--- config.mk ---
export PLATFORM = sky130hd
export DESIGN_NAME = av_sync_master_clock
export DESIGN_NICKNAME = d
export VERILOG_FILES = /design/src/hw/rtl/avs_pkg.sv /design/src/hw/rtl/avs_front.sv /design/src/hw/rtl/avs_queue.sv /design/src/hw/rtl/avs_back.sv /design/src/hw/rtl/av_sync_master_clock.sv
export VERILOG_INCLUDE_DIRS = /design/src /design/src/hw/rtl
export SDC_FILE = /design/constraint.sdc
export NUM_CORES = 2
export LEC_CHECK = 0
export ABC_AREA = 0
export BUFFER_PORTS_ARGS = -buffer_cell sky130_fd_sc_hd__buf_4
export CAP_MARGIN = 20
export CORE_MARGIN = 2
export CORE_UTILIZATION = 63
export CTS_BUF_LIST = sky130_fd_sc_hd__clkbuf_16
export CTS_CLUSTER_DIAMETER = 40
export DETAILED_ROUTE_END_ITERATION = 10
export PLACE_DENSITY = 0.81
export SETUP_SLACK_MARGIN = 0.1
export SYNTH_ARGS = -nofsm -noshare
export SYNTH_HDL_FRONTEND = slang
export SYNTH_HIERARCHICAL = 1
export SYNTH_SLANG_ARGS = --single-unit
--- constraint.sdc ---
create_clock -name clk -period 8.5 [get_ports clk]
set_input_delay 0.425 -clock clk [delete_from_list [all_inputs] [get_ports clk]]
set_output_delay 0.425 -clock clk [all_outputs]
set_load 0.1 [all_outputs]
--- src/hw/rtl/av_sync_master_clock_macros.svh ---
// ----------------------------------------------------------------------------
// Assertion macros for the media sync clock
// Shared property forms; each expects clk and rst_n in the enclosing scope.
// ----------------------------------------------------------------------------
`ifndef AV_SYNC_MASTER_CLOCK_MACROS_SVH
`define AV_SYNC_MASTER_CLOCK_MACROS_SVH

// Same-cycle implication, disabled during reset.
`define AVS_ASSERT_IMP(label, cond, prop, msg) \
  label: assert property (@(posedge clk) disable iff (!rst_n) (cond) |-> (prop)) \
    else $error(msg);

// Next-cycle implication, disabled during reset.
`define AVS_ASSERT_NXT(label, cond, prop, msg) \
  label: assert property (@(posedge clk) disable iff (!rst_n) (cond) |=> (prop)) \
    else $error(msg);

`endif

--- src/hw/rtl/avs_pkg.sv ---
// ----------------------------------------------------------------------------
// avs_pkg
// Types, widths, codes and reset values shared by the media sync clock.
// ----------------------------------------------------------------------------
package avs_pkg;

  localparam int TIME_BITS      = 48;
  localparam int ANCHOR_BITS    = TIME_BITS + 2;
  localparam int DRIFT_BITS     = TIME_BITS + 4;
  localparam int WAIT_BITS      = 21;
  localparam int MAX_SLEEP_BITS = 20;
  localparam int THRESH_BITS    = 24;
  localparam int QUEUE_DEPTH    = 2;

  localparam logic [MAX_SLEEP_BITS-1:0] MAX_SLEEP_RESET = MAX_SLEEP_BITS'(50000);
  localparam logic [THRESH_BITS-1:0]    THRESH_RESET    = THRESH_BITS'(200000);
  localparam logic signed [WAIT_BITS-1:0] WAIT_MIN = {1'b1, {(WAIT_BITS-1){1'b0}}};

  typedef enum logic [2:0] {
    ACT_AUDIO_PTS = 3'd0,
    ACT_VIDEO_PTS = 3'd1,
    ACT_EXT_PTS   = 3'd2,
    ACT_SELECT    = 3'd3,
    ACT_PAUSE     = 3'd4,
    ACT_RESUME    = 3'd5,
    ACT_SEEK      = 3'd6,
    ACT_RESET     = 3'd7
  } action_t;

  localparam logic [1:0] MASTER_AUDIO = 2'd0;
  localparam logic [1:0] MASTER_VIDEO = 2'd1;
  localparam logic [1:0] MASTER_EXT   = 2'd2;
  localparam logic [1:0] SEL_INVALID  = 2'd3;

  localparam logic REG_MAX_SLEEP = 1'b0;
  localparam logic REG_THRESH    = 1'b1;

  typedef struct packed {
    logic [2:0]                  action;
    logic signed [TIME_BITS-1:0] pts_us;
    logic [TIME_BITS-1:0]        now_us;
    logic [1:0]                  master_sel;
  } in_item_t;

  typedef struct packed {
    logic signed [WAIT_BITS-1:0] wait_us;
    logic                        reanchored;
    logic signed [TIME_BITS-1:0] master_pts;
    logic                        paused;
  } out_item_t;

  // Decoded request handed from the front to the back.
  typedef struct packed {
    action_t                       op;
    logic signed [TIME_BITS-1:0]   pts;
    logic [TIME_BITS-1:0]          now;
    logic [1:0]                    sel;
    logic signed [DRIFT_BITS-1:0]  pts_minus_now;
    logic signed [ANCHOR_BITS-1:0] now_minus_pts;
  } req_t;

  typedef struct packed {
    logic [MAX_SLEEP_BITS-1:0] max_sleep;
    logic [THRESH_BITS-1:0]    threshold;
  } cfg_t;

endpackage

--- src/hw/rtl/avs_front.sv ---
// ----------------------------------------------------------------------------
// avs_front
// Decode an incoming event and precompute the time differences that do not
// depend on clock state.
// ----------------------------------------------------------------------------
module avs_front (
  input  avs_pkg::in_item_t in_item,
  output avs_pkg::req_t     req
);
  import avs_pkg::*;

  logic signed [DRIFT_BITS-1:0]  pts_d;
  logic signed [DRIFT_BITS-1:0]  now_d;
  logic signed [ANCHOR_BITS-1:0] pts_a;
  logic signed [ANCHOR_BITS-1:0] now_a;

  always_comb begin
    pts_d = DRIFT_BITS'(in_item.pts_us);
    now_d = $signed(DRIFT_BITS'(in_item.now_us));
    pts_a = ANCHOR_BITS'(in_item.pts_us);
    now_a = $signed(ANCHOR_BITS'(in_item.now_us));

    req.op            = action_t'(in_item.action);
    req.pts           = in_item.pts_us;
    req.now           = in_item.now_us;
    req.sel           = in_item.master_sel;
    req.pts_minus_now = pts_d - now_d;
    req.now_minus_pts = now_a - pts_a;
  end

endmodule

--- src/hw/rtl/avs_queue.sv ---
// ----------------------------------------------------------------------------
// avs_queue
// Small request queue between front and back.
// ----------------------------------------------------------------------------
module avs_queue #(
  parameter int DEPTH = avs_pkg::QUEUE_DEPTH
) (
  input  logic          clk,
  input  logic          rst_n,
  input  logic          push_valid,
  output logic          push_ready,
  input  avs_pkg::req_t push_data,
  output logic          pop_valid,
  input  logic          pop_ready,
  output avs_pkg::req_t pop_data
);
  import avs_pkg::*;

  localparam int PW = (DEPTH > 1) ? $clog2(DEPTH) : 1;
  localparam int CW = $clog2(DEPTH + 1);

  req_t          slot_r [DEPTH];
  logic [PW-1:0] wr_ptr_r, wr_ptr_nxt;
  logic [PW-1:0] rd_ptr_r, rd_ptr_nxt;
  logic [CW-1:0] count_r, count_nxt;
  logic          push, pop;

  assign push_ready = (count_r != CW'(DEPTH));
  assign pop_valid  = (count_r != '0);
  assign pop_data   = slot_r[rd_ptr_r];
  assign push       = push_valid && push_ready;
  assign pop        = pop_valid && pop_ready;

  always_comb begin
    wr_ptr_nxt = wr_ptr_r;
    rd_ptr_nxt = rd_ptr_r;
    count_nxt  = count_r;
    if (push) begin
      wr_ptr_nxt = (wr_ptr_r == PW'(DEPTH - 1)) ? '0 : wr_ptr_r + 1'b1;
    end
    if (pop) begin
      rd_ptr_nxt = (rd_ptr_r == PW'(DEPTH - 1)) ? '0 : rd_ptr_r + 1'b1;
    end
    if (push && !pop) begin
      count_nxt = count_r + 1'b1;
    end else if (pop && !push) begin
      count_nxt = count_r - 1'b1;
    end
  end

  always_ff @(posedge clk) begin
    if (!rst_n) begin
      wr_ptr_r <= '0;
      rd_ptr_r <= '0;
      count_r  <= '0;
    end else begin
      wr_ptr_r <= wr_ptr_nxt;
      rd_ptr_r <= rd_ptr_nxt;
      count_r  <= count_nxt;
    end
  end

  always_ff @(posedge clk) begin
    if (push) begin
      slot_r[wr_ptr_r] <= push_data;
    end
  end

endmodule

--- src/hw/rtl/avs_back.sv ---
// ----------------------------------------------------------------------------
// avs_back
// Execute a request a cycle on the clock state when free; register the result.
// ----------------------------------------------------------------------------
module avs_back (
  input  logic               clk,
  input  logic               rst_n,
  input  logic               req_valid,
  output logic               req_ready,
  input  avs_pkg::req_t      req,
  input  avs_pkg::cfg_t      cfg,
  output logic               out_valid,
  input  logic               out_ready,
  output avs_pkg::out_item_t out_data
);
  import avs_pkg::*;

  logic [1:0]                    master_r,     master_nxt;
  logic signed [TIME_BITS-1:0]   last_audio_r, last_audio_nxt;
  logic signed [TIME_BITS-1:0]   last_video_r, last_video_nxt;
  logic signed [TIME_BITS-1:0]   last_ext_r,   last_ext_nxt;
  logic signed [ANCHOR_BITS-1:0] anchor_r,     anchor_nxt;
  logic [TIME_BITS-1:0]          paused_tot_r, paused_tot_nxt;
  logic [TIME_BITS-1:0]          pause_start_r, pause_start_nxt;
  logic                          paused_r,     paused_nxt;
  logic                          first_audio_r, first_audio_nxt;
  logic                          first_video_r, first_video_nxt;
  logic                          out_valid_r;
  out_item_t                     out_data_r,   out_data_nxt;

  logic                          pop;
  logic                          is_video;
  logic                          first_hit;
  logic                          master_hit;
  logic signed [DRIFT_BITS-1:0]  drift;
  logic signed [DRIFT_BITS-1:0]  paused_ext;
  logic signed [DRIFT_BITS-1:0]  max_ext;
  logic [DRIFT_BITS-1:0]         mag;
  logic                          over;
  logic signed [WAIT_BITS-1:0]   clamped;
  logic signed [TIME_BITS-1:0]   lp_sel;
  logic signed [ANCHOR_BITS-1:0] sel_anchor;
  logic signed [WAIT_BITS-1:0]   wait_v;
  logic                          re_v;

  assign pop       = req_valid && (!out_valid_r || out_ready);
  assign req_ready = !out_valid_r || out_ready;
  assign out_valid = out_valid_r;
  assign out_data  = out_data_r;

  // Drift of a master pts: pts - now + paused_total + anchor.
  always_comb begin
    paused_ext = $signed(DRIFT_BITS'(paused_tot_r));
    drift      = req.pts_minus_now + paused_ext + DRIFT_BITS'(anchor_r);
    mag        = drift[DRIFT_BITS-1] ? -drift : drift;
    over       = mag > DRIFT_BITS'(cfg.threshold);
    max_ext    = $signed(DRIFT_BITS'(cfg.max_sleep));
    if (drift > max_ext) begin
      clamped = max_ext[WAIT_BITS-1:0];
    end else if (drift < DRIFT_BITS'(WAIT_MIN)) begin
      clamped = WAIT_MIN;
    end else begin
      clamped = drift[WAIT_BITS-1:0];
    end
  end

  // Anchor for a master switch onto a stream with a recorded pts.
  always_comb begin
    case (req.sel)
      MASTER_AUDIO: lp_sel = last_audio_r;
      MASTER_VIDEO: lp_sel = last_video_r;
      default:      lp_sel = last_ext_r;
    endcase
    sel_anchor = $signed(ANCHOR_BITS'(req.now)) - ANCHOR_BITS'(lp_sel);
  end

  always_comb begin
    master_nxt      = master_r;
    last_audio_nxt  = last_audio_r;
    last_video_nxt  = last_video_r;
    last_ext_nxt    = last_ext_r;
    anchor_nxt      = anchor_r;
    paused_tot_nxt  = paused_tot_r;
    pause_start_nxt = pause_start_r;
    paused_nxt      = paused_r;
    first_audio_nxt = first_audio_r;
    first_video_nxt = first_video_r;
    wait_v          = '0;
    re_v            = 1'b0;

    is_video   = (req.op == ACT_VIDEO_PTS);
    first_hit  = is_video ? first_video_r : first_audio_r;
    master_hit = (master_r == (is_video ? MASTER_VIDEO : MASTER_AUDIO));

    case (req.op)
      ACT_AUDIO_PTS, ACT_VIDEO_PTS: begin
        if (is_video) begin
          last_video_nxt  = req.pts;
          first_video_nxt = 1'b0;
        end else begin
          last_audio_nxt  = req.pts;
          first_audio_nxt = 1'b0;
        end
        if (first_hit) begin
          if (master_hit) begin
            anchor_nxt     = req.now_minus_pts;
            paused_tot_nxt = '0;
            paused_nxt     = 1'b0;
          end
        end else if (master_hit) begin
          if (over) begin
            anchor_nxt     = req.now_minus_pts;
            paused_tot_nxt = '0;
            re_v           = 1'b1;
          end else begin
            wait_v = clamped;
          end
        end
      end
      ACT_EXT_PTS: begin
        last_ext_nxt = req.pts;
        if (master_r == MASTER_EXT) begin
          anchor_nxt     = req.now_minus_pts;
          paused_tot_nxt = '0;
          paused_nxt     = 1'b0;
        end
      end
      ACT_SELECT: begin
        if (req.sel != SEL_INVALID && req.sel != master_r) begin
          master_nxt = req.sel;
          if (lp_sel != '0) begin
            anchor_nxt = sel_anchor;
          end
          paused_tot_nxt = '0;
          paused_nxt     = 1'b0;
        end
      end
      ACT_PAUSE: begin
        if (!paused_r) begin
          paused_nxt      = 1'b1;
          pause_start_nxt = req.now;
        end
      end
      ACT_RESUME: begin
        if (paused_r) begin
          paused_nxt     = 1'b0;
          paused_tot_nxt = paused_tot_r + (req.now - pause_start_r);
        end
      end
      ACT_SEEK: begin
        anchor_nxt      = req.now_minus_pts;
        paused_tot_nxt  = '0;
        paused_nxt      = 1'b0;
        last_audio_nxt  = req.pts;
        last_video_nxt  = req.pts;
        last_ext_nxt    = req.pts;
        first_audio_nxt = 1'b0;
        first_video_nxt = 1'b0;
      end
      ACT_RESET: begin
        master_nxt      = MASTER_AUDIO;
        last_audio_nxt  = '0;
        last_video_nxt  = '0;
        last_ext_nxt    = '0;
        anchor_nxt      = '0;
        paused_tot_nxt  = '0;
        pause_start_nxt = '0;
        paused_nxt      = 1'b0;
        first_audio_nxt = 1'b1;
        first_video_nxt = 1'b1;
      end
      default: begin
      end
    endcase

    out_data_nxt.wait_us    = wait_v;
    out_data_nxt.reanchored = re_v;
    out_data_nxt.paused     = paused_nxt;
    case (master_nxt)
      MASTER_VIDEO: out_data_nxt.master_pts = last_video_nxt;
      MASTER_EXT:   out_data_nxt.master_pts = last_ext_nxt;
      default:      out_data_nxt.master_pts = last_audio_nxt;
    endcase
  end

  always_ff @(posedge clk) begin
    if (!rst_n) begin
      master_r      <= MASTER_AUDIO;
      last_audio_r  <= '0;
      last_video_r  <= '0;
      last_ext_r    <= '0;
      anchor_r      <= '0;
      paused_tot_r  <= '0;
      pause_start_r <= '0;
      paused_r      <= 1'b0;
      first_audio_r <= 1'b1;
      first_video_r <= 1'b1;
      out_valid_r   <= 1'b0;
    end else if (pop) begin
      master_r      <= master_nxt;
      last_audio_r  <= last_audio_nxt;
      last_video_r  <= last_video_nxt;
      last_ext_r    <= last_ext_nxt;
      anchor_r      <= anchor_nxt;
      paused_tot_r  <= paused_tot_nxt;
      pause_start_r <= pause_start_nxt;
      paused_r      <= paused_nxt;
      first_audio_r <= first_audio_nxt;
      first_video_r <= first_video_nxt;
      out_valid_r   <= 1'b1;
    end else if (out_ready) begin
      out_valid_r   <= 1'b0;
    end
  end

  always_ff @(posedge clk) begin
    if (pop) begin
      out_data_r <= out_data_nxt;
    end
  end

endmodule

--- src/hw/rtl/av_sync_master_clock.sv ---
// ----------------------------------------------------------------------------
// av_sync_master_clock: media sync master clock
// Path: an accepted event is written into the queue slot register, then avs_back
// executes it and registers the result in its output register.
// Throughput: 1 event per cycle while out_ready stays high, set by the state update in avs_back.
// Reset: rst_n (sync, active low) clears stream state and loads default registers.
// ----------------------------------------------------------------------------
`include "av_sync_master_clock_macros.svh"

module av_sync_master_clock #(
  parameter int QUEUE_DEPTH = avs_pkg::QUEUE_DEPTH
) (
  input  logic               clk,
  input  logic               rst_n,
  // event channel
  input  logic               in_valid,
  output logic               in_ready,
  input  avs_pkg::in_item_t  in_data,
  // result channel
  output logic               out_valid,
  input  logic               out_ready,
  output avs_pkg::out_item_t out_data,
  // register port
  input  logic               psel,
  input  logic               penable,
  input  logic               pwrite,
  input  logic [2:0]         paddr,
  input  logic [31:0]        pwdata,
  output logic [31:0]        prdata,
  output logic               pready
);
  import avs_pkg::*;

  // Register file: two words at byte offsets 0 and 4, decoded by paddr[2].
  logic [MAX_SLEEP_BITS-1:0] max_sleep_r;
  logic [THRESH_BITS-1:0]    thresh_r;
  cfg_t                      cfg;

  // Front to queue, queue to back.
  req_t front_req;
  req_t q_req;
  logic q_valid;
  logic q_ready;

  assign pready = 1'b1;

  // Write a register on the access phase of an APB write.
  always_ff @(posedge clk) begin
    if (!rst_n) begin
      max_sleep_r <= MAX_SLEEP_RESET;
      thresh_r    <= THRESH_RESET;
    end else if (psel && penable && pwrite && pready) begin
      case (paddr[2])
        REG_MAX_SLEEP: max_sleep_r <= pwdata[MAX_SLEEP_BITS-1:0];
        REG_THRESH:    thresh_r    <= pwdata[THRESH_BITS-1:0];
        default: begin
        end
      endcase
    end
  end

  // Read back the selected register, zero-extended.
  always_comb begin
    case (paddr[2])
      REG_MAX_SLEEP: prdata = 32'(max_sleep_r);
      REG_THRESH:    prdata = 32'(thresh_r);
      default:       prdata = '0;
    endcase
  end

  assign cfg.max_sleep = max_sleep_r;
  assign cfg.threshold = thresh_r;

  // Front: decode the event and form pts - now and now - pts up front, so the
  // back only adds the stateful terms.
  avs_front u_front (
    .in_item (in_data),
    .req     (front_req)
  );

  // Queue: in_ready follows queue space, so the front keeps accepting while a
  // finished result waits on out_ready.
  avs_queue #(
    .DEPTH (QUEUE_DEPTH)
  ) u_queue (
    .clk        (clk),
    .rst_n      (rst_n),
    .push_valid (in_valid),
    .push_ready (in_ready),
    .push_data  (front_req),
    .pop_valid  (q_valid),
    .pop_ready  (q_ready),
    .pop_data   (q_req)
  );

  // Back: apply one request to the clock state per cycle and hold the result
  // in the output register until taken.
  avs_back u_back (
    .clk       (clk),
    .rst_n     (rst_n),
    .req_valid (q_valid),
    .req_ready (q_ready),
    .req       (q_req),
    .cfg       (cfg),
    .out_valid (out_valid),
    .out_ready (out_ready),
    .out_data  (out_data)
  );

  // A re-anchored result always reports zero wait.
  `AVS_ASSERT_IMP(a_reanchor_zero, out_valid && out_data.reanchored, out_data.wait_us == '0, "reanchor with nonzero wait")
  // A new result appears only after the back took a queued request.
  `AVS_ASSERT_IMP(a_result_from_req, $rose(out_valid), $past(q_valid), "result without request")
  // An executed pause leaves the paused flag set in its result.
  `AVS_ASSERT_NXT(a_pause_flag, q_valid && q_ready && q_req.op == ACT_PAUSE, out_valid && out_data.paused, "pause not reported")

endmodule

==> results <==
- The terminating pin of the worst hold path is max_sleep_r[13].
- The main combinational cell family by area after synthesis is compound AO/OA/AOI/OAI gates.
- After detailed placement, the design holds a cell count of 6808.
- The first TritonRoute pass finished after 9 iterations.
- The area of the mapped netlist is 0.0552 mm2.
- The final routed wirelength across all metal layers is 180000 um.
- The number of ports placed on the die boundary is 249.
- The first-pass GRT wire length is 267000 um.
- Summing the sequential cell areas from Yosys gives 38.4% of the chip area.
- Data on the critical path arrives at its endpoint at 8580 ps.
- The worst register-to-register path ends at u_back/anchor_r[22].
- The total of warnings raised by yosys is 6.
- For this block, the initial DRC count from the detailed router was 6410.
- The tool flagged a number of max-cap violations equal to 0.
- The final instance count without filler cells is 7154.
- Ranked by total cell area, the synthesized netlist is headed by edfxtp_1 26%, dfxtp_1 13%, ha_1 6.8%.
- STA classifies the critical path endpoint as a flop.
- The instance count of the mapped netlist is 5750.
- In this run the number of H-tree levels came out at 3.
- The worst IR drop on VDD is 489 uV.
- The number of global-route vias before repair is 44200.
- Based on the critical path, the design can be clocked at up to 125 MHz.
- The total global routing overflow is 0.
- Together, buffers and inverters on the worst path number 5.
- The final worst clock skew is 27.4 ps.
- The most numerous cell type found on the critical path is o21ai_0.
- The all-layer global routing usage is 38.7%.
- For this design, the slowest cell found on the critical path is dfxtp_4.
- STA classifies the critical path startpoint as a flop.
- The die covers 0.0901 mm2.
- Summed over all instances, the cell type with the most area after synthesis is edfxtp_1.
- The final number of hold-violating endpoints is 0.
- The pin count of the biggest net entering global routing is 188.
- Power spread over the standard cell area amounts to 444 mW/mm2.
- The number of port buffers is 229.
- The critical path class is flop to flop.
- For the pin with the worst max-slew slack, the measured transition is 1100 ps.
- For this design, the sink count on the clock tree is 822.
- The number of enable-type register cells in the synthesized netlist is 477.
- The clock passes through at most 3 buffers.
- The total number of vias is 47200.
- Setup repair after global routing left no endpoint under its margin.
- The worst pin sits at a relative slew slack of 26.5%.
- In the final routed layout, each cell accounts on average for 25.1 um.
- The start point of the worst hold path is pwdata[13].
- STA puts the critical path data required time at 9060 ps.
- The number of standard-cell rows in the floorplan is 108.
- The initial antenna violation count is 4.
- After synthesis, the share of cell area in mux cells is 8.58%.
- The max-slew violation total from the final report was 0.
- The detail route stage leaves a number of antenna-violating nets equal to 0.
- The setup check on the worst reg-to-reg path leaves a slack of 480 ps.
- At the end of routability-driven placement, the weighted congestion stood at 1.01.
- The tightest min-delay check is of the input port to flop type.
- The hold-critical path depth is 3.
- The number of remaining DRC errors is 0.
- The cell family contributing the most delay on the critical path is compound AO/OA/AOI/OAI gates.
- Adding up every negative setup slack in the final design gives 0 ps.
- Of all flip-flops after synthesis, the portion carrying an async set or reset was 0%.
- The simple logic cell fraction of the synthesized area is 12.8%.
- For this design the static power due to leakage is 25.3 nW.
- The initial utilization of the core area, before any placement, comes to 63.6%.
- The number of clock buffers added by TritonCTS is 115.
- The die extent in x is 300 um.
- Yosys mapped the design onto 105 distinct sky130hd cell types.
- The floorplan die height is 300 um.
- Summing the areas of all compound-gate instances in the mapped netlist gives 19.4% of the synthesized area.
- The total core area is 0.0869 mm2.
- At the later pin of the worst-skew pair, clock insertion delay measures 710 ps.
- In the final design database the tool counted 6440 nets.
- Summing the areas of all fa, ha and maj instances in the mapped netlist gives 10.4% of the synthesized area.
- Synthesis inferred 822 register bits.
- After clock tree synthesis, the clock-pin slew on the worst setup and hold paths is 60 ps.
- The most used flip-flop cell after synthesis is edfxtp_1.
- The delay of the slowest cell on the worst path is 490 ps.
- Of the cells placed in the final design, the portion with a size suffix greater than 1 is 15.0%.
- The mean instance size in the synthesized netlist is 9.61 um2.
- Clock tree synthesis selected as its root buffer the cell clkbuf_16.
- The area share of xor/xnor cells in the synthesized design is 3.31%.
- The run finished with clean final reports.
- The total of endpoints with negative setup slack in the final report is 0.
- The end-of-flow core utilization is 71.8%.
- The portion of synthesized cell area occupied by the leading cell type is 25.9%.
- Dividing the detail-routed via count by the number of cells gives 6.60.
- After legalization and detailed placement, the total HPWL measured 130000 um.
- The final critical path takes up 94.4% of the cycle.
- The cell depth of the worst flop-to-flop path is 32.
- The CTS tree is built.
- Of all nets on the critical path, the largest fanout is 61.
- The routed design could run at a clock period as short as 8020 ps.
- Relative to the synthesized area, the layout overhead comes to 12.9%.
==> worst min-delay path, cell delays in order <==
cell and delay, ps:
buf_4 80, nand2_1 60, mux2i_1 120
==> worst max path at each step <==
stage               startpoint                  end  slack, ps  cells past startpoint
floorplan                 flop  u_back/anchor_r[13]        780                     40
global placement          flop  u_back/out_data[66]        490                     31
detailed placement        flop  u_back/out_data[66]        390                     31
CTS                       flop  u_back/out_data[66]        290                     31
global route              flop  u_back/out_data[66]         70                     31
finish                    flop  u_back/anchor_r[22]        480                     32
==> state kept, by name, indices dropped and copies added, names as in the netlist, named ones only <==
signal	count
u_queue/rd_ptr_r	1
u_back/anchor_r	50
u_queue/count_r	2
u_back/first_video_r	1
u_back/out_data	71
u_back/paused_tot_r	48
u_back/out_valid	1
u_back/master_r	2
u_back/paused_r	1
u_back/last_audio_r	48
u_back/pause_start_r	48
u_queue/slot_r	406
max_sleep_r	20
u_queue/wr_ptr_r	1
thresh_r	24
u_back/first_audio_r	1
u_back/last_ext_r	48
u_back/last_video_r	48
==> stage by stage <==
stage	total power [mW]	setup slack, ps	hold WS, ps	instance area [um2]
after floorplan	17.8	784	435	55300
after global placement	21.7	490	443	57000
after detailed placement	22.0	391	450	57000
after CTS	27.1	294	10.3	62200
after global routing	29.1	69.3	35.9	62400
final	27.7	479	41.2	62400
==> cells in the mapped netlist (49+ instances only) <==
cell and instances:
mux2i_1 152, xor2_1 55, nor2b_1 49, dfxtp_1 345, nand4_1 84, nor3_1 72, xnor2_1 154, nand2_1 473
buf_4 117, mux2_2 58, a22o_1 53, nor2_1 391, a21o_1 116, mux2_4 170, o21bai_1 58, inv_1 411
a22oi_1 223, clkbuf_1 222, ha_1 300, o21ai_0 198, fa_1 99, a221oi_1 53, edfxtp_1 477, a21oi_1 508
nand3_1 160
==> metal layers <==
| layer | vias up | track usage (%) | routed length (um) |
|---|---|---|---|
| li1 | 21100 | - | - |
| met1 | 22600 | 52.5 | 70500 |
| met4 | 4 | 20.0 | 11000 |
| met5 | - | 0 | 26 |
| met3 | 542 | 7.96 | 20200 |
| met2 | 2929 | 58.7 | 78100 |
==> cell families after synthesis <==
kind of cell / Yosys count
AOI/OAI and AO/OA: 1592
xor gates and xnor gates: 209
adders and majority gates: 399
buffers and inverters: 854
DFF: 822
muxes: 381
other: 2
and+or+nand+nor: 1491
==> area by class of cell <==
class | instances | area (um2)
multi-input combinational | 4081 | 30200
fill | 6228 | 24500
sequential | 822 | 21200
timing repair buffer | 463 | 3860
clock buffer | 119 | 2980
inverter | 415 | 1570
tap | 1155 | 1450
clock inverter | 98 | 1050
antenna | 1 | 2.50
==> placed cells by master, fill, tap and decap left out, types with 33 or more instances in the layout <==
cell and n:
nand3_1 159, and2_1 35, fa_1 99, ha_1 298
o21a_1 48, o21ai_0 198, a21o_1 116, a211oi_1 33
nand4_1 84, buf_4 340, a22oi_1 223, o21bai_1 58
clkbuf_16 119, a22o_1 53, a21oi_1 506, nor2_1 387
a221oi_1 53, mux2_2 58, edfxtp_1 477, dlygate4sd3_1 116
xor2_1 55, a211oi_2 42, and3_1 43, nor3_1 70
dfxtp_1 344, nand2b_1 35, nor2b_1 48, xnor2_1 154
nand2_1 471, mux2_4 170, inv_1 419, mux2i_1 152
==> where the power goes <==
part	switching [mW]	internal (mW)	total, mW	leakage (nW)
logic	11.1	6.06	17.1	16.0
clock network	2.01	2.93	4.94	1.98
registers	0.405	5.17	5.58	7.28
==> what timing repair did <==
item	CTS	global route
endpoints found under the hold margin	223	0
hold buffers	116	0
gates resized for setup	0	3
endpoints found under the setup margin	0	96
buffers inserted	0	11
Power figures use the tool's default switching activity.
